$ cat config.mk
export PLATFORM = sky130hd
export DESIGN_NAME = shp_kernel
export DESIGN_NICKNAME = d
export VERILOG_FILES = /design/src/rtl/shp_pkg.sv /design/src/rtl/shp_kernel.sv
export SDC_FILE = /design/constraint.sdc
export NUM_CORES = 1
export LEC_CHECK = 0
export ABC_AREA = 1
export BUFFER_PORTS_ARGS = -buffer_cell sky130_fd_sc_hd__buf_2
export CORE_MARGIN = 5
export CORE_UTILIZATION = 35
export DETAILED_ROUTE_END_ITERATION = 10
export SLEW_MARGIN = 20
export SYNTH_ARGS = -nofsm -noshare
export SYNTH_HDL_FRONTEND = slang
export SYNTH_SLANG_ARGS = --single-unit
$ cat constraint.sdc
create_clock -name vclk -period 3.7
set_input_delay 0.185 -clock vclk [all_inputs]
set_output_delay 0.185 -clock vclk [all_outputs]
set_load 0.05 [all_outputs]
$ cat src/rtl/shp_pkg.sv
`timescale 1ns / 1ps
// ---------------------------------------------------------------------------
// shp_pkg: shared types and function of the 3x3 sharpen filter
// Field widths, register indexes, the result item record and the per-channel
// sharpen arithmetic.
// ---------------------------------------------------------------------------
package shp_pkg;

  localparam int CHAN_W   = 8;
  localparam int NUM_CHAN = 4;
  localparam int PIX_W    = CHAN_W * NUM_CHAN;
  localparam int ROW_W    = 12;
  localparam int COL_W    = 11;
  localparam int CFG_IDX_W  = 2;
  localparam int CFG_DATA_W = 13;
  localparam int CFG_WIDTH_W  = 12;
  localparam int CFG_HEIGHT_W = 13;
  localparam int CFG_CHAN_W   = 3;

  localparam logic [CFG_IDX_W-1:0] REG_IMAGE_WIDTH   = 2'd0;
  localparam logic [CFG_IDX_W-1:0] REG_IMAGE_HEIGHT  = 2'd1;
  localparam logic [CFG_IDX_W-1:0] REG_CHANNEL_COUNT = 2'd2;

  typedef logic [PIX_W-1:0] pixel_t;

  typedef struct packed {
    pixel_t centre;
    pixel_t left;
    pixel_t right;
    pixel_t upper;
    pixel_t lower;
  } nbhd_t;

  // Pending bits: 0 the centre result, 1 the last-column border result,
  // 2 the last-row border result, 3 the bottom-right corner.
  typedef struct packed {
    logic [3:0]                          pending;
    logic [NUM_CHAN-1:0][CHAN_W-1:0]     vals;
    logic [ROW_W-1:0]                    row_main;
    logic [ROW_W-1:0]                    row_last;
    logic [COL_W-1:0]                    col_main;
    logic [COL_W-1:0]                    col_last;
  } item_t;

  function automatic logic [CHAN_W-1:0] sharpen(
    input logic [CHAN_W-1:0] centre,
    input logic [CHAN_W-1:0] left,
    input logic [CHAN_W-1:0] right,
    input logic [CHAN_W-1:0] upper,
    input logic [CHAN_W-1:0] lower
  );
    logic signed [11:0] acc;
    logic [CHAN_W-1:0]  res;
    acc = 12'({centre, 2'b00}) + 12'(centre) - 12'(left) - 12'(right)
        - 12'(upper) - 12'(lower);
    if (acc < 0) begin
      res = '0;
    end else if (acc > 12'sd255) begin
      res = '1;
    end else begin
      res = acc[CHAN_W-1:0];
    end
    return res;
  endfunction

endpackage

$ cat src/rtl/shp_kernel.sv
`timescale 1ns / 1ps
// ---------------------------------------------------------------------------
// shp_kernel: Laplacian sharpen of one neighbourhood, zero off the interior
// Four lanes: 5*centre minus four neighbours, clamped to 0..255; zero unused.
// ---------------------------------------------------------------------------
module shp_kernel (
  input  shp_pkg::nbhd_t                                       nbhd,
  input  logic                                                 interior,
  input  logic [shp_pkg::CFG_CHAN_W-1:0]                       chan_count,
  output logic [shp_pkg::NUM_CHAN-1:0][shp_pkg::CHAN_W-1:0]    vals
);
  import shp_pkg::*;

  for (genvar k = 0; k < NUM_CHAN; k++) begin : g_lane
    always_comb begin
      if (interior && (CFG_CHAN_W'(k) < chan_count)) begin
        vals[k] = sharpen(nbhd.centre[k*CHAN_W +: CHAN_W],
                          nbhd.left[k*CHAN_W +: CHAN_W],
                          nbhd.right[k*CHAN_W +: CHAN_W],
                          nbhd.upper[k*CHAN_W +: CHAN_W],
                          nbhd.lower[k*CHAN_W +: CHAN_W]);
      end else begin
        vals[k] = '0;
      end
    end
  end

endmodule

# Word level (Yosys, flattened, before mapping)
# Cells that the tools add are included.
# W data, S select, Z words.
# totals
in_bits	164
out_inout_bits	32
ff_bits	0
# op_classes
n_addsub	20
n_lt_le_gt_ge	12
n_reduce_logical	4
muxes	12
# ops
operator	count
$sub A12 B8 Y12	12
$mux W8	12
$gt A12 B9 Y1 const B	4
$lt A12 B1 Y1 const B	4
$sub A11 B8 Y12	4
$add A10 B8 Y11	4
$lt A1 B3 Y1 const A	2
$lt A2 B3 Y1 const A	2
$logic_and A1 B1 Y1	4

# Logic depth before layout (Yosys ltp)
# logic_depth
ltp_word	9
mapped_depth	19

# Worst setup path after synthesis
# No wires, ideal clock.
# synth_timing
kind	input port to output port
startpoint	input nbhd[41] (netlist name)
endpoint	output vals[10] (netlist name)
t_arrival_ns	3.701
required_ns	3.515
setup_slack_ns	-0.186
n_path_buf	0
stages	16
path_cell_list	inv_1 fa_1 fa_1 inv_1 fa_1 inv_1 fa_1 nand3_1 nand3_2 nand3_1 nand2_1 nand2_1 nand2_1 nand3_2 nand2_2 a21oi_1
# synth_rtl
item	line_no	source
start, declared	shp_kernel.sv:7	input shp_pkg::nbhd_t nbhd,
end, declared	shp_kernel.sv:10	output logic [shp_pkg::NUM_CHAN-1:0][shp_pkg::CHAN_W-1:0] vals

==> results.json <==
{
  "ios": 196,
  "hold_crit_path_type": "in -> out",
  "post_synth.cell_area_avg_sq_um": 7.18,
  "place_congestion": 0.855,
  "hold_depth": 4,
  "yosysMostFrequentCell": "sky130_fd_sc_hd__inv_1",
  "core_sq_mm": 0.0174,
  "p_per_area_mw_per_mm2": 730,
  "utilization": 0.516,
  "report.final.slew_viol_count": 0,
  "drive_above_1_share": 0.384,
  "routed_via_density": 4.34,
  "chipWidth_um": 143,
  "seqCellArea_sq_um": 0,
  "fill_cells": 1717,
  "avgRoutedWirePerCell_um": 11.2,
  "static-leakage-power_nw": 5.06,
  "cp_max_fo": 8,
  "worstSetupStartpointType": "input port",
  "timing.hold.worst.start": "interior",
  "synth_fp_nets": 1210,
  "detail_route.wirelength_um": 14900,
  "port_buffers": 196,
  "nets": 1454,
  "area_share_of_the_largest_cell_type_after_synthesis": 0.386,
  "vias": 5786,
  "report.final.setup_viol": 0,
  "whs_endpoint": "vals[31]",
  "drt_iter0_drc": 132,
  "detailedRoute.firstPassIterationCount": 4,
  "initial_antenna_violation_count": 0,
  "dp_hpwl_um": 13300,
  "final_cycle_share": 0.963,
  "seq_area_frac_synth": 0,
  "final_total_negative_setup_slack_ns": 0,
  "power.ir.vdd_worst_uv": 497,
  "grt_setup_unrepaired": "true",
  "critical_path_class": "in -> out",
  "synth.area.top_cells": "sky130_fd_sc_hd__fa_1 (39%), sky130_fd_sc_hd__inv_1 (20%), sky130_fd_sc_hd__ha_1 (12%)",
  "cp_data_required_time_ns": 3.51,
  "outcome": "finished clean",
  "floorplan.initialDensity": 0.358,
  "layout.sequential_cells": 0,
  "highest_clock_rate_mhz": 281,
  "max_cap_violations": 0,
  "crit_path_end_kind": "output pin",
  "chipHeight_um": 143,
  "post-route-drc-count": 0,
  "post_synth_most_frequent_cells": "sky130_fd_sc_hd__inv_1 (326), sky130_fd_sc_hd__nand2_1 (153), sky130_fd_sc_hd__fa_1 (120)",
  "synth_area_leader_cell": "sky130_fd_sc_hd__fa_1",
  "grt_pass1_wl_um": 23800,
  "yosysWarningCount": 0,
  "period_minus_slack_ns": 3.56,
  "multi_input_gate_area_sq_mm": 0.00589,
  "final-hold-violation-count": 0,
  "number_of_global_route_vias_before_repair": 5692,
  "die_area_sq_mm": 0.0205,
  "max-slew-margin-rel": 0.463,
  "synth_cells": 866,
  "tightest_slew_ns": 0.804,
  "remaining_overflow_grt": 0,
  "grt_use_total": 0.135,
  "areaGrowthSynthToFinish_pct": 44.0,
  "diodes": 0,
  "number_of_clock_tree_buffers_in_the_layout": 0,
  "grt_max_degree": 9,
  "site_rows": 48,
  "final.hold.worst_slack_ns": 0.915,
  "synth_area_sq_mm": 0.00622,
  "finalPower_mw": 6.54,
  "synth_cell_types": 22,
  "critPathArrivalTime_ns": 3.38,
  "launch_point_of_the_critical_path": "nbhd[34]",
  "count_of_antenna_violating_nets_left_after_detailed_routing": 0
}
metal layers:
layer,GRT usage,vias to the layer above,wire length (um)
met5,0,-,0
met4,0.00545,0,68
met3,0.00804,6,684
met2,0.251,109,7930
met1,0.182,2707,6240
li1,-,2964,-
critical path: stages:
cell	delay (ns)
sky130_fd_sc_hd__buf_2	0.11
sky130_fd_sc_hd__fa_1	0.54
sky130_fd_sc_hd__inv_2	0.04
sky130_fd_sc_hd__fa_1	0.47
sky130_fd_sc_hd__inv_1	0.05
sky130_fd_sc_hd__fa_1	0.52
sky130_fd_sc_hd__inv_2	0.05
sky130_fd_sc_hd__ha_4	0.31
sky130_fd_sc_hd__nand3_2	0.08
sky130_fd_sc_hd__nand3_2	0.11
sky130_fd_sc_hd__nand2_2	0.05
sky130_fd_sc_hd__nand2_2	0.07
sky130_fd_sc_hd__nand2_2	0.06
sky130_fd_sc_hd__nand2_4	0.08
sky130_fd_sc_hd__o311ai_4	0.23
sky130_fd_sc_hd__a21oi_2	0.22
sky130_fd_sc_hd__buf_6	0.18
per-stage QoR:
stage / worst slack, ns / cell area, sq um / instances
floorplan: -0.186 / 6260 / 866
global placement: -0.0727 / 7800 / 1320
detailed placement: -0.0756 / 7800 / 1320
CTS: -0.0339 / 7930 / 1320
global route: -0.0383 / 8950 / 1333
finish: 0.136 / 8950 / 1333
kinds of logic after synthesis:
group           Yosys count  synth area share
buf+inv                 326             0.197
simple gates            261             0.186
fa+ha+maj               180             0.507
compound gates           64            0.0600
xor+xnor                 32            0.0451
mux                       3           0.00483
where the power goes:
group | internal [mW] | switching [mW] | leakage, nW | total, mW
registers | 0 | 0 | 0 | 0
logic | 2.84 | 3.70 | 5.06 | 6.54
clock network | 0 | 0 | 0 | 0
cell type report:
| cell class | count | area share |
|---|---|---|
| inverter | 326 | 0.137 |
| multi-input combinational | 540 | 0.658 |
| tap | 225 | 0.0314 |
| timing repair buffer | 242 | 0.174 |
timing repair:
action / in CTS / in global routing
hold buffers: 0 / 0
setup buffers: 0 / 13
pin swaps: 0 / 101
gates cloned: 0 / 0
gates resized for setup: 38 / 219
endpoints found under the setup margin: 30 / 32
placed cells by master, fill, tap and decap left out, drive strengths merged:
cell,synthesis,final
a21o,3,3
a21oi,55,55
a31o,2,2
buf,0,242
fa,120,120
ha,60,60
inv,326,326
mux2i,3,3
nand2,164,164
nand3,37,37
nand3b,3,3
nand4,9,9
nor2,44,44
nor3,4,4
o211ai,1,1
o21ai,2,2
o311ai,1,1
xnor2,20,20
xor2,12,12
how the worst max path moves through the flow:
| stage | end | slack [ns] |
|---|---|---|
| final | vals[2] | 0.14 |
| after global routing | vals[0] | -0.04 |
| after CTS | vals[27] | -0.03 |
| after detailed placement | vals[29] | -0.08 |
| after global placement | vals[3] | -0.07 |
| after floorplan | vals[10] | -0.19 |
Power figures use the tool's default switching activity.
