<file path="config.mk">
export PLATFORM = sky130hd
export DESIGN_NAME = shp_out_seq_flat
export DESIGN_NICKNAME = d
export VERILOG_FILES = /design/src/rtl/shp_pkg.sv /design/src/rtl/shp_if.sv /design/src/rtl/shp_out_seq.sv /design/src/flat_wrapper.sv
export SDC_FILE = /design/constraint.sdc
export NUM_CORES = 1
export LEC_CHECK = 0
export ABC_AREA = 1
export BUFFER_PORTS_ARGS = -buffer_cell sky130_fd_sc_hd__buf_2
export CORE_MARGIN = 2
export CORE_UTILIZATION = 40
export DETAILED_ROUTE_END_ITERATION = 10
export PLACE_DENSITY = 0.7
export SKIP_CTS_REPAIR_TIMING = 1
export SYNTH_ARGS = -nofsm -noshare
export SYNTH_HDL_FRONTEND = slang
export SYNTH_SLANG_ARGS = --single-unit
</file>
<file path="constraint.sdc">
create_clock -name clk -period 2.5 [get_ports clk]
set_input_delay 0.375 -clock clk [delete_from_list [all_inputs] [get_ports clk]]
set_output_delay 0.375 -clock clk [all_outputs]
set_load 0.05 [all_outputs]
</file>
<file path="src/rtl/shp_pkg.sv">
`timescale 1ns / 1ps
// ---------------------------------------------------------------------------
// shp_pkg: shared types and function of the 3x3 sharpen filter
// Field widths, register indexes, the result item record and the per-channel
// sharpen arithmetic.
// ---------------------------------------------------------------------------
package shp_pkg;

  localparam int CHAN_W   = 8;
  localparam int NUM_CHAN = 4;
  localparam int PIX_W    = CHAN_W * NUM_CHAN;
  localparam int ROW_W    = 12;
  localparam int COL_W    = 11;
  localparam int CFG_IDX_W  = 2;
  localparam int CFG_DATA_W = 13;
  localparam int CFG_WIDTH_W  = 12;
  localparam int CFG_HEIGHT_W = 13;
  localparam int CFG_CHAN_W   = 3;

  localparam logic [CFG_IDX_W-1:0] REG_IMAGE_WIDTH   = 2'd0;
  localparam logic [CFG_IDX_W-1:0] REG_IMAGE_HEIGHT  = 2'd1;
  localparam logic [CFG_IDX_W-1:0] REG_CHANNEL_COUNT = 2'd2;

  typedef logic [PIX_W-1:0] pixel_t;

  typedef struct packed {
    pixel_t centre;
    pixel_t left;
    pixel_t right;
    pixel_t upper;
    pixel_t lower;
  } nbhd_t;

  // Pending bits: 0 the centre result, 1 the last-column border result,
  // 2 the last-row border result, 3 the bottom-right corner.
  typedef struct packed {
    logic [3:0]                          pending;
    logic [NUM_CHAN-1:0][CHAN_W-1:0]     vals;
    logic [ROW_W-1:0]                    row_main;
    logic [ROW_W-1:0]                    row_last;
    logic [COL_W-1:0]                    col_main;
    logic [COL_W-1:0]                    col_last;
  } item_t;

  function automatic logic [CHAN_W-1:0] sharpen(
    input logic [CHAN_W-1:0] centre,
    input logic [CHAN_W-1:0] left,
    input logic [CHAN_W-1:0] right,
    input logic [CHAN_W-1:0] upper,
    input logic [CHAN_W-1:0] lower
  );
    logic signed [11:0] acc;
    logic [CHAN_W-1:0]  res;
    acc = 12'({centre, 2'b00}) + 12'(centre) - 12'(left) - 12'(right)
        - 12'(upper) - 12'(lower);
    if (acc < 0) begin
      res = '0;
    end else if (acc > 12'sd255) begin
      res = '1;
    end else begin
      res = acc[CHAN_W-1:0];
    end
    return res;
  endfunction

endpackage

</file>
<file path="src/rtl/shp_if.sv">


interface shp_out_if;
  logic        valid;
  logic        ready;
  logic [7:0]  res_a;
  logic [7:0]  res_b;
  logic [7:0]  res_c;
  logic [7:0]  res_d;
  logic [11:0] out_row;
  logic [10:0] out_col;
  logic        run_end;

  modport source (output valid, output res_a, output res_b, output res_c,
                  output res_d, output out_row, output out_col, output run_end,
                  input ready);
  modport sink (input valid, input res_a, input res_b, input res_c,
                input res_d, input out_row, input out_col, input run_end,
                output ready);
endinterface

</file>
<file path="src/rtl/shp_out_seq.sv">
`timescale 1ns / 1ps
// ---------------------------------------------------------------------------
// shp_out_seq: result register and sequencer
// Holds one pixel's results; hands out one transaction a cycle while ready.
// ---------------------------------------------------------------------------
module shp_out_seq (
  input  logic            clk,
  input  logic            rst,
  input  logic            load,
  input  shp_pkg::item_t  item,
  output logic            load_ready,
  shp_out_if.source       results
);
  import shp_pkg::*;

  logic [3:0] pending;
  logic [3:0] pending_next;
  item_t      held;
  logic [3:0] cur;
  logic       take;
  logic       last;

  assign cur        = pending & (~pending + 4'd1);
  assign take       = results.valid && results.ready;
  assign last       = (pending & ~cur) == 4'd0;
  assign load_ready = (pending == 4'd0) || (take && last);

  always_comb begin
    pending_next = pending;
    if (load && load_ready) begin
      pending_next = item.pending;
    end else if (take) begin
      pending_next = pending & ~cur;
    end
  end

  always_ff @(posedge clk) begin
    if (rst) begin
      pending <= '0;
    end else begin
      pending <= pending_next;
    end
  end

  always_ff @(posedge clk) begin
    if (load && load_ready) begin
      held <= item;
    end
  end

  assign results.valid   = pending != 4'd0;
  assign results.res_a   = cur[0] ? held.vals[0] : '0;
  assign results.res_b   = cur[0] ? held.vals[1] : '0;
  assign results.res_c   = cur[0] ? held.vals[2] : '0;
  assign results.res_d   = cur[0] ? held.vals[3] : '0;
  assign results.out_row = (cur[0] || cur[1]) ? held.row_main : held.row_last;
  assign results.out_col = (cur[0] || cur[2]) ? held.col_main : held.col_last;
  assign results.run_end = last;

endmodule

</file>
<file path="src/flat_wrapper.sv">
// flat-port wrapper written by rule: the top's interface ports become plain ports
module shp_out_seq_flat import shp_pkg::*;
  (clk, rst, load, item, load_ready, results_valid, results_res_a, results_res_b, results_res_c, results_res_d, results_out_row, results_out_col, results_run_end, results_ready);
  shp_out_if results_i ();
  input  logic clk;
  input  logic rst;
  input  logic load;
  input  shp_pkg::item_t item;
  output logic load_ready;
  output wire logic [$bits(results_i.valid)-1:0] results_valid;
  output wire logic [$bits(results_i.res_a)-1:0] results_res_a;
  output wire logic [$bits(results_i.res_b)-1:0] results_res_b;
  output wire logic [$bits(results_i.res_c)-1:0] results_res_c;
  output wire logic [$bits(results_i.res_d)-1:0] results_res_d;
  output wire logic [$bits(results_i.out_row)-1:0] results_out_row;
  output wire logic [$bits(results_i.out_col)-1:0] results_out_col;
  output wire logic [$bits(results_i.run_end)-1:0] results_run_end;
  input wire logic [$bits(results_i.ready)-1:0] results_ready;
  assign results_valid = results_i.valid;
  assign results_res_a = results_i.res_a;
  assign results_res_b = results_i.res_b;
  assign results_res_c = results_i.res_c;
  assign results_res_d = results_i.res_d;
  assign results_out_row = results_i.out_row;
  assign results_out_col = results_i.out_col;
  assign results_run_end = results_i.run_end;
  assign results_i.ready = results_ready;
  shp_out_seq u_core (.clk(clk), .rst(rst), .load(load), .item(item), .load_ready(load_ready), .results(results_i));
endmodule
</file>
After elaboration in Yosys (flattened, before gate mapping). Index checks and enable logic that the tools add are counted.

Output and inout bits: 58. Bits of input ports: 86. Logic and storage cells: 32. Flip-flop bits (word level): 82.

$add $sub $neg: 1. Reductions and logical operators: 10. Bitwise logic cells: 4. Mux-type cells: 8.

Operators by type and width (number): two-way mux 8 bit (4); two-way mux 12 bit (1); two-way mux 11 bit (1); AND 4 bit (2); zero test 4 bit (2); two-way mux 4 bit (2); inverter 4 bit (2); adder 4 x 1 -> 4 bit (second input constant) (1); nonzero test 4 bit (1); logical AND 1 bit (3); logical OR 1 bit (3); nonzero test 2 bit (1).

Depth between registers and ports, before layout. Gate-level depths: netlist of the first run.

Depth in word-level cells: 10. Gate-level depth with buffers: 10. Mapped depth without buffers: 9.

Worst setup path before layout of the first run. OpenSTA, ideal clock, no wires.

Path kind: flip-flop to flip-flop. Start point: register u_core.pending[0]. End point: register u_core.held[0] in the netlist's numbering (enable). Arrival time: 2.094 ns. Setup slack: 0.007 ns. Path buffers: 1. Cell stages (with the launch flop): 9. Clock period less this slack: 2.493 ns. Required time: 2.102 ns. Cell sequence: dfxtp_1 buf_6 nor2_8 nand2_4 nor2_4 inv_2 nand2_2 nand2_2 inv_2.

RTL lines: start, declared (line shp_out_seq.sv:16) `logic [3:0] pending;`; start signal, assigned (line shp_out_seq.sv:41) `pending <= pending_next;`; nonzero test 4 bit (line shp_out_seq.sv:51) `assign results.valid = pending != 4'd0;`; via results_valid (line flat_wrapper.sv:10) `output wire logic [$bits(results_i.valid)-1:0] results_valid;`; logical AND 1 bit (line shp_out_seq.sv:24) `assign take = results.valid && results.ready;`; logical AND 1 bit (line shp_out_seq.sv:26) `assign load_ready = (pending == 4'd0) || (take && last);`; logical OR 1 bit (line shp_out_seq.sv:26); via load_ready (line flat_wrapper.sv:9) `output logic load_ready;`; logical AND 1 bit (line shp_out_seq.sv:46) `if (load && load_ready) begin`; end signal, assigned (line shp_out_seq.sv:47) `held <= item;`; end, declared (line shp_out_seq.sv:18) `item_t held;`.

The timed path passes the listed nets, and every way through them passes these cells. A chain may end at the register's enable or synchronous reset.

Worst setup path in the final report of the first run.
Start point: register u_core.pending[0]. End point: output port results_out_col[10].

Cells in the longest elaborated chain, start to end: 5.

Ends and longest elaborated chain: inverter 4 bit (line shp_out_seq.sv:23) `assign cur = pending & (~pending + 4'd1);`; adder 4 x 1 -> 4 bit (line shp_out_seq.sv:23); AND 4 bit (*) (line shp_out_seq.sv:23); logical OR 1 bit (*) (line shp_out_seq.sv:57) `assign results.out_col = (cur[0] || cur[2]) ? held.col_main : held.col_last;`; two-way mux 11 bit (*) (line shp_out_seq.sv:57); end, declared (line flat_wrapper.sv:16) `output wire logic [$bits(results_i.out_col)-1:0] results_out_col;`.

Every way passes the cells marked *; elsewhere a longest branch is shown, timed or not.

==> metrics.md, run 1 <==
| Metric | Value |
|---|---|
| WP data required | 2120 ps |
| First-pass GRT wire length | 9.597 mm |
| CP delay by family, top | buffers and inverters |
| Unrepaired setup endpoints after global routing | no |
| Core area | 7687 um2 |
| Hold Crit Class | in -> reg |
| Slew margin rel. | 0.7085 |
| Fraction of registers with async set/reset | 0 |
| Port Buffers | 143 |
| Distinct cell type count after synthesis | 22 |
| Post-synth EDFFs | 78 |
| Via density | 4.313 |
| Starting Density | 0.4115 |
| Top-count cell post-synth | edfxtp_1 |
| Drt pass-1 iters | 4 |
| Gate Count Post-Synth | 239 |
| Crit path launch | u_core.pending[0]$_SDFFE_PP0P_ |
| Longest Clk Path Bufs | 2 |
| I/O pins | 144 |
| CP endpoint kind | output pin |
| GRT Overall Usage | 0.1489 |
| Share of the synthesized area in the top cell type | 0.7405 |
| Die ar. | 8635 um2 |
| # Max-Cap Violations | 0 |
| Layout area overhead | 33.39% |
| CTS buffer count | 9 |
| Post-DP Area | 4006 um2 |
| Skew-Pair Late Insertion Delay | about 340 ps |
| R2R depth | 9 |
| CTS H-tree depth | 3 |
| TritonCTS clock tree | built |
| Synth top cells by count | edfxtp_1, nand2_1, inv_1 |
| CP max FO | 35 |
| CTS root buf | clkbuf_8 |
| Leading area contributor after synthesis | edfxtp_1 |
| Max stage delay on crit path | 440 ps |
| Tcrit/Tclk final | 0.9511 |
| Worst-margin pin slew | 437.2 ps |
| Largest net degree at the start of global routing | a little over 80 |
| Synth area leaders | edfxtp_1, nand2_1, inv_1 |
| Cells along the critical path | buf_6 -> o21bai_1 -> buf_4 -> mux2_2 -> buf_2 |
| Cell area after layout | 4219 um2 |
| Ys Warns | 0 |
| 1st-iter DRT viols | 108 |
| Vias in the first global route | 2126 |
| Fin. Hold Viols | 0 |
| Outcome | complete, no violations |
| R2r startpoint | u_core.pending[0]$_SDFFE_PP0P_ |
| Total gr overflow | 0 |
| Period minus WS final | 2378 ps |
| Critical path class | reg -> out |
| DRC errors left | 0 |
| Hold path cells | 1 |
| IR drop worst, VDD | approximately 0.74 mV |
| Worst Setup EP | results_out_col[10] |
| Avg Inst Size Synth | approximately 13 um2 |
| Post-Route Skew | 13.73 ps |
| PD cells | 1263 nW/um2 |
| Reg2reg setup slack | 620 ps |
| Total power | 0.005330 W |
| Initial antenna violation count | 0 |
| Syn nets | ~330 |
| Seq cells post-synth | a little over 80 |
| Slew Limit Fails | 0 |
| Antenna-violating nets left | 0 |
| Critical Path Start Type | flip-flop |
| Post-synth top flop | edfxtp_1 |
| Reg clk slew, reported paths | 80 ps |
| Sink Count | 82 |
| Buffers plus inverters on the worst setup path | 3 |
| Setup TNS | 0 ps |
| Vias | 2139 |
| Die width | 92.93 um |
| Final Setup Violations | 0 |
| Post-synthesis sequential area ratio | 0.7658 |
| Nets | 475 |
| Layout cells sized above 1 | 0.4543 |
| Mapped Area | approximately 3200 um2 |
| FMAX | 420.6 MHz |
| Ant. Diodes | 0 |
| Row Count | 32 |
| Critical path depth | 5 |
| Wire length per cell | ~13 um |
| Arrival time at the worst endpoint | 2000 ps |
| Die Ht | about 93 um |
| Dpl hpwl | 4.505 mm |
| Critical path's slowest cell | dfxtp_1 |
| Drt total wl | 6.278 mm |
| Reg2reg end | u_core.held[57]$_DFFE_PP_ |
| Pleak | 2.113 nW |
| GP Congestion | 0.8065 |
-- sequential cells by signal, indices dropped and copies added, names as in the netlist --
signal / flops
u_core.pending: 4
u_core.held: 78
-- stage by stage --
step / utilization / hold slack, ps / instances / setup slack [ps]
floorplan: - / 444.1 / 239 / 7.291
CTS: 0.5483 / 186.8 / 496 / -0.6912
global placement: 0.5212 / 502.4 / 480 / 417.3
global route: 0.5488 / 175.0 / 496 / 12.72
detailed placement: 0.5212 / 508.2 / 480 / 371.0
finish: 0.5488 / 206.0 / 496 / 122.3
-- how the worst min path moves through the flow --
stage | from | endpoint | slack (ps)
floorplan | rst | u_core.pending[0]$_SDFFE_PP0P_ | 440
global placement | u_core.pending[3]$_SDFFE_PP0P_ | u_core.pending[3]$_SDFFE_PP0P_ | 500
detailed placement | u_core.pending[3]$_SDFFE_PP0P_ | u_core.pending[3]$_SDFFE_PP0P_ | 510
CTS | item[26] | u_core.held[26]$_DFFE_PP_ | 190
global route | item[26] | u_core.held[26]$_DFFE_PP_ | 180
finish | item[32] | u_core.held[32]$_DFFE_PP_ | 210
-- logic make-up after synthesis --
| group | after synthesis | synth area share |
|---|---|---|
| muxes | 11 | 0.03916 |
| and+or+nand+nor | 90 | 0.1210 |
| buffers and inverters | 48 | 0.05973 |
| DFF | 82 | 0.7658 |
| AOI/OAI and AO/OA | 8 | 0.01424 |
-- per-layer routing --
layer	GRT usage	wire [um]	vias to the layer above
met5	0	0	-
met4	0.05882	67	0
met3	0.04801	413	4
met2	0.2597	3350	73
met1	0.1690	2447	985
li1	-	-	1077
-- cells in the final DEF (no fill, tap or decap), drive strengths merged, types with 4 or more instances in the layout --
master and n:
a21oi 4, buf 146, clkbuf 10, clkinv 4
dfxtp 4, edfxtp 78, inv 41, mux2 11
nand2 80, nor2 6
-- cell type report --
| class | count | area, um2 |
|---|---|---|
| Tap cell | 102 | 127.6 |
| Clock inverter | 6 | 81.33 |
| Inverter | 41 | 153.9 |
| Fill cell | 694 | 3468 |
| Sequential cell | 82 | 2422 |
| Timing Repair Buffer | 146 | 754.5 |
| Multi-Input combinational cell | 109 | 551.8 |
| Clock buffer | 10 | 127.6 |
-- report_power, final --
part | switching, W | internal [W]
sequential | 0.0000975 | 0.00190
combinational | 0.00179 | 0.000546
clock | 0.000441 | 0.000557
total | 0.00233 | 0.00301
No activity file was read; power rests on OpenSTA's default activity.
==> inputs of run 2 (changes only) <==
--- a/config.mk
+++ b/config.mk
@@ -7,7 +7,6 @@
 export LEC_CHECK = 0
 export ABC_AREA = 1
 export BUFFER_PORTS_ARGS = -buffer_cell sky130_fd_sc_hd__buf_2
-export CORE_MARGIN = 2
 export CORE_UTILIZATION = 40
 export DETAILED_ROUTE_END_ITERATION = 10
 export PLACE_DENSITY = 0.7
@@ -15,3 +14,4 @@
 export SYNTH_ARGS = -nofsm -noshare
 export SYNTH_HDL_FRONTEND = slang
 export SYNTH_SLANG_ARGS = --single-unit
+export TNS_END_PERCENT = 30
==> metrics.md, run 2 (same netlist as run 1, synthesis figures left out) <==
| Metric | Value |
|---|---|
| Outcome | complete, no violations |
| Vias in the first global route | 2101 (-1.2%) |
| Sink Count | 82 (unchanged) |
| IR drop worst, VDD | 0.8632 mV (+16%) |
| WP data required | 2120 ps (about the same) |
| TritonCTS clock tree | built |
| 1st-iter DRT viols | 115 (+6.5%) |
| CTS H-tree depth | 3 (unchanged) |
| Unrepaired setup endpoints after global routing | no |
| CTS buffer count | 9 (unchanged) |
| Reg2reg end | u_core.held[65]$_DFFE_PP_ |
| Sw Ratio | 0.4265 (-0.009673) |
| Fin. Hold Viols | 0 (unchanged) |
| Pint | 0.003130 W (+4.2%) |
| Row Count | 32 (unchanged) |
| Final Setup Violations | 0 (unchanged) |
| Setup TNS | 0 ps (unchanged) |
| Initial antenna violation count | 0 (unchanged) |
| Reg clk slew, reported paths | 80 ps (about the same) |
| FMAX | 421.2 MHz (+0.16%) |
| R2R depth | 8 (-1) |
| Most flop-heavy register | u_core.held |
| Final core utilization | 0.5555 (+0.006673) |
| Wire length per cell | 12.54 um (-0.95%) |
| Clock power frac | 0.202 (+0.015) |
| Worst-margin pin slew | 416.7 ps (-20.57 ps) |
| Hold Crit Endpoint | u_core.held[5]$_DFFE_PP_ |
| Most common cell after layout, fill and taps aside | buf_2 |
| Largest net degree at the start of global routing | 37 (-55%) |
| Total gr overflow | 0 (unchanged) |
| GP Congestion | 0.7820 (-3.0%) |
| Max reg flops | 78 (unchanged) |
| Critical path class | reg -> out |
| HP Start | item[5] |
| Starting Density | 0.4115 (unchanged) |
| Skew-Pair Late Insertion Delay | 340 ps (about the same) |
| Antenna-violating nets left | 0 (unchanged) |
| Sequential cell fraction of total power | 0.367 (-0.008) |
| Dpl hpwl | 4.538 mm (+0.73%) |
| Slew Limit Fails | 0 (unchanged) |
| Port Buffers | 143 (unchanged) |
| Reg2reg setup slack | 450 ps (-170 ps) |
| Ant. Diodes | 0 (unchanged) |
| Drt pass-1 iters | 4 (unchanged) |
| First-pass GRT wire length | 9.853 mm (+2.7%) |
| Tcrit/Tclk final | 0.9496 (-0.001496) |
| Cell area after layout | 4270 um2 (+1.2%) |
| Post-DP Area | 4035 um2 (+0.72%) |
| PD cells | 1278 nW/um2 (+1.2%) |
| Top flop regs | u_core.held: 78 flops, u_core.pending: 4 flops |
| Slew margin rel. | 0.7219 (+0.01339) |
| Longest Clk Path Bufs | 2 (unchanged) |
| Via density | 4.274 (-0.90%) |
| Period minus WS final | 2374 ps (-3.741 ps) |
| Post-Route Skew | 7.070 ps (-6.664 ps) |
| Die width | 90.93 um (-2.2%) |
| Layout cells sized above 1 | 0.4608 (+0.006445) |
| Die Ht | 90.93 um (-2.2%) |
| CP endpoint kind | output pin |
| CTS root buf | clkbuf_8 |
| Drt total wl | 6.231 mm (-0.75%) |
| GRT Overall Usage | 0.1596 (+0.01072) |
| Gate power share | 0.431 (-0.007) |
| Hold slack final | 204.9 ps (-1.159 ps) |
| CP max FO | 23 (-34%) |
| R2r startpoint | u_core.pending[0]$_SDFFE_PP0P_ |
| DRC errors left | 0 (unchanged) |
| Arrival time at the worst endpoint | 2000 ps (about the same) |
| Hold path cells | 1 (unchanged) |
| I/O pins | 144 (unchanged) |
| Critical Path Start Type | flip-flop |
| Hold Crit Class | in -> reg |
| Nets | 477 (+0.42%) |
| Core area | 7687 um2 (unchanged) |
| Commonest cells after routing, fill and taps aside | buf_2, edfxtp_1, nand2_1 |
| Layout area overhead | 35.01% |
| Pleak | 2.138 nW (+1.2%) |
| Psw | 0.002328 W (+0.13%) |
| Die ar. | 8267 um2 (-4.3%) |
| # Max-Cap Violations | 0 (unchanged) |
| Vias | 2124 (-0.70%) |
## run 2: cell types whose count changed in the layout (fill, tap and decap cells not counted), sizes merged
cell,previous run,this run
inv,41,40
bufinv,2,3
buf,146,148
clkinv,4,3
## run 2: worst max-delay path by stage
| stage | slack, ps | to | start |
|---|---|---|---|
| after floorplan | 7 | u_core.held[0]$_DFFE_PP_ | u_core.pending[0]$_SDFFE_PP0P_ |
| after global placement | 440 | results_out_col[7] | u_core.pending[0]$_SDFFE_PP0P_ |
| after detailed placement | 410 | results_out_col[3] | u_core.pending[0]$_SDFFE_PP0P_ |
| after CTS | 8 | results_out_col[3] | u_core.pending[0]$_SDFFE_PP0P_ |
| after global routing | 20 | results_out_col[10] | u_core.pending[0]$_SDFFE_PP0P_ |
| final | 130 | results_out_col[3] | u_core.pending[0]$_SDFFE_PP0P_ |
## run 2: metrics by stage
stage,cells,setup WS [ps],total power [W]
5_1_grt,497,23.81,0.005726
2_1_floorplan,239,7.291,0.003833
4_1_cts,497,8.306,0.005524
6_report,497,126.1,0.005458
3_3_place_gp,482,437.0,0.004382
3_5_place_dp,482,405.4,0.004408
## run 2: cell type report
type	count	area, um2
fill	675	3417
multi-input combinational	109	551.8
inverter	41	155.1
tap	102	127.6
clock inverter	5	103.9
clock buffer	10	127.6
sequential	82	2422
timing repair buffer	148	782.0
## run 2: power groups by stage
stage | combinational [W] | clock [W] | sequential, W
after floorplan | 0.00182 | 0 | 0.00201
after global placement | 0.00236 | 0 | 0.00203
after detailed placement | 0.00237 | 0 | 0.00203
after CTS | 0.00238 | 0.00114 | 0.00200
after global routing | 0.00250 | 0.00119 | 0.00203
final | 0.00235 | 0.00110 | 0.00200
## run 2: worst max-delay path: stages, from the launching register on
cell and delay, ps:
dfxtp_1 510, buf_6 240, o21bai_1 130, buf_4 210
mux2_2 360, buf_2 210
## run 2: routing by layer
metal / up-vias / wire length (um) / track usage / part of all wire
met1: 941 / 2662 / 0.1949 / 0.43
li1: 1079 / - / - / -
met2: 87 / 2973 / 0.2519 / 0.48
met3: 17 / 369 / 0.04040 / 0.059
met5: - / 0 / 0 / 0
met4: 0 / 225 / 0.1032 / 0.036
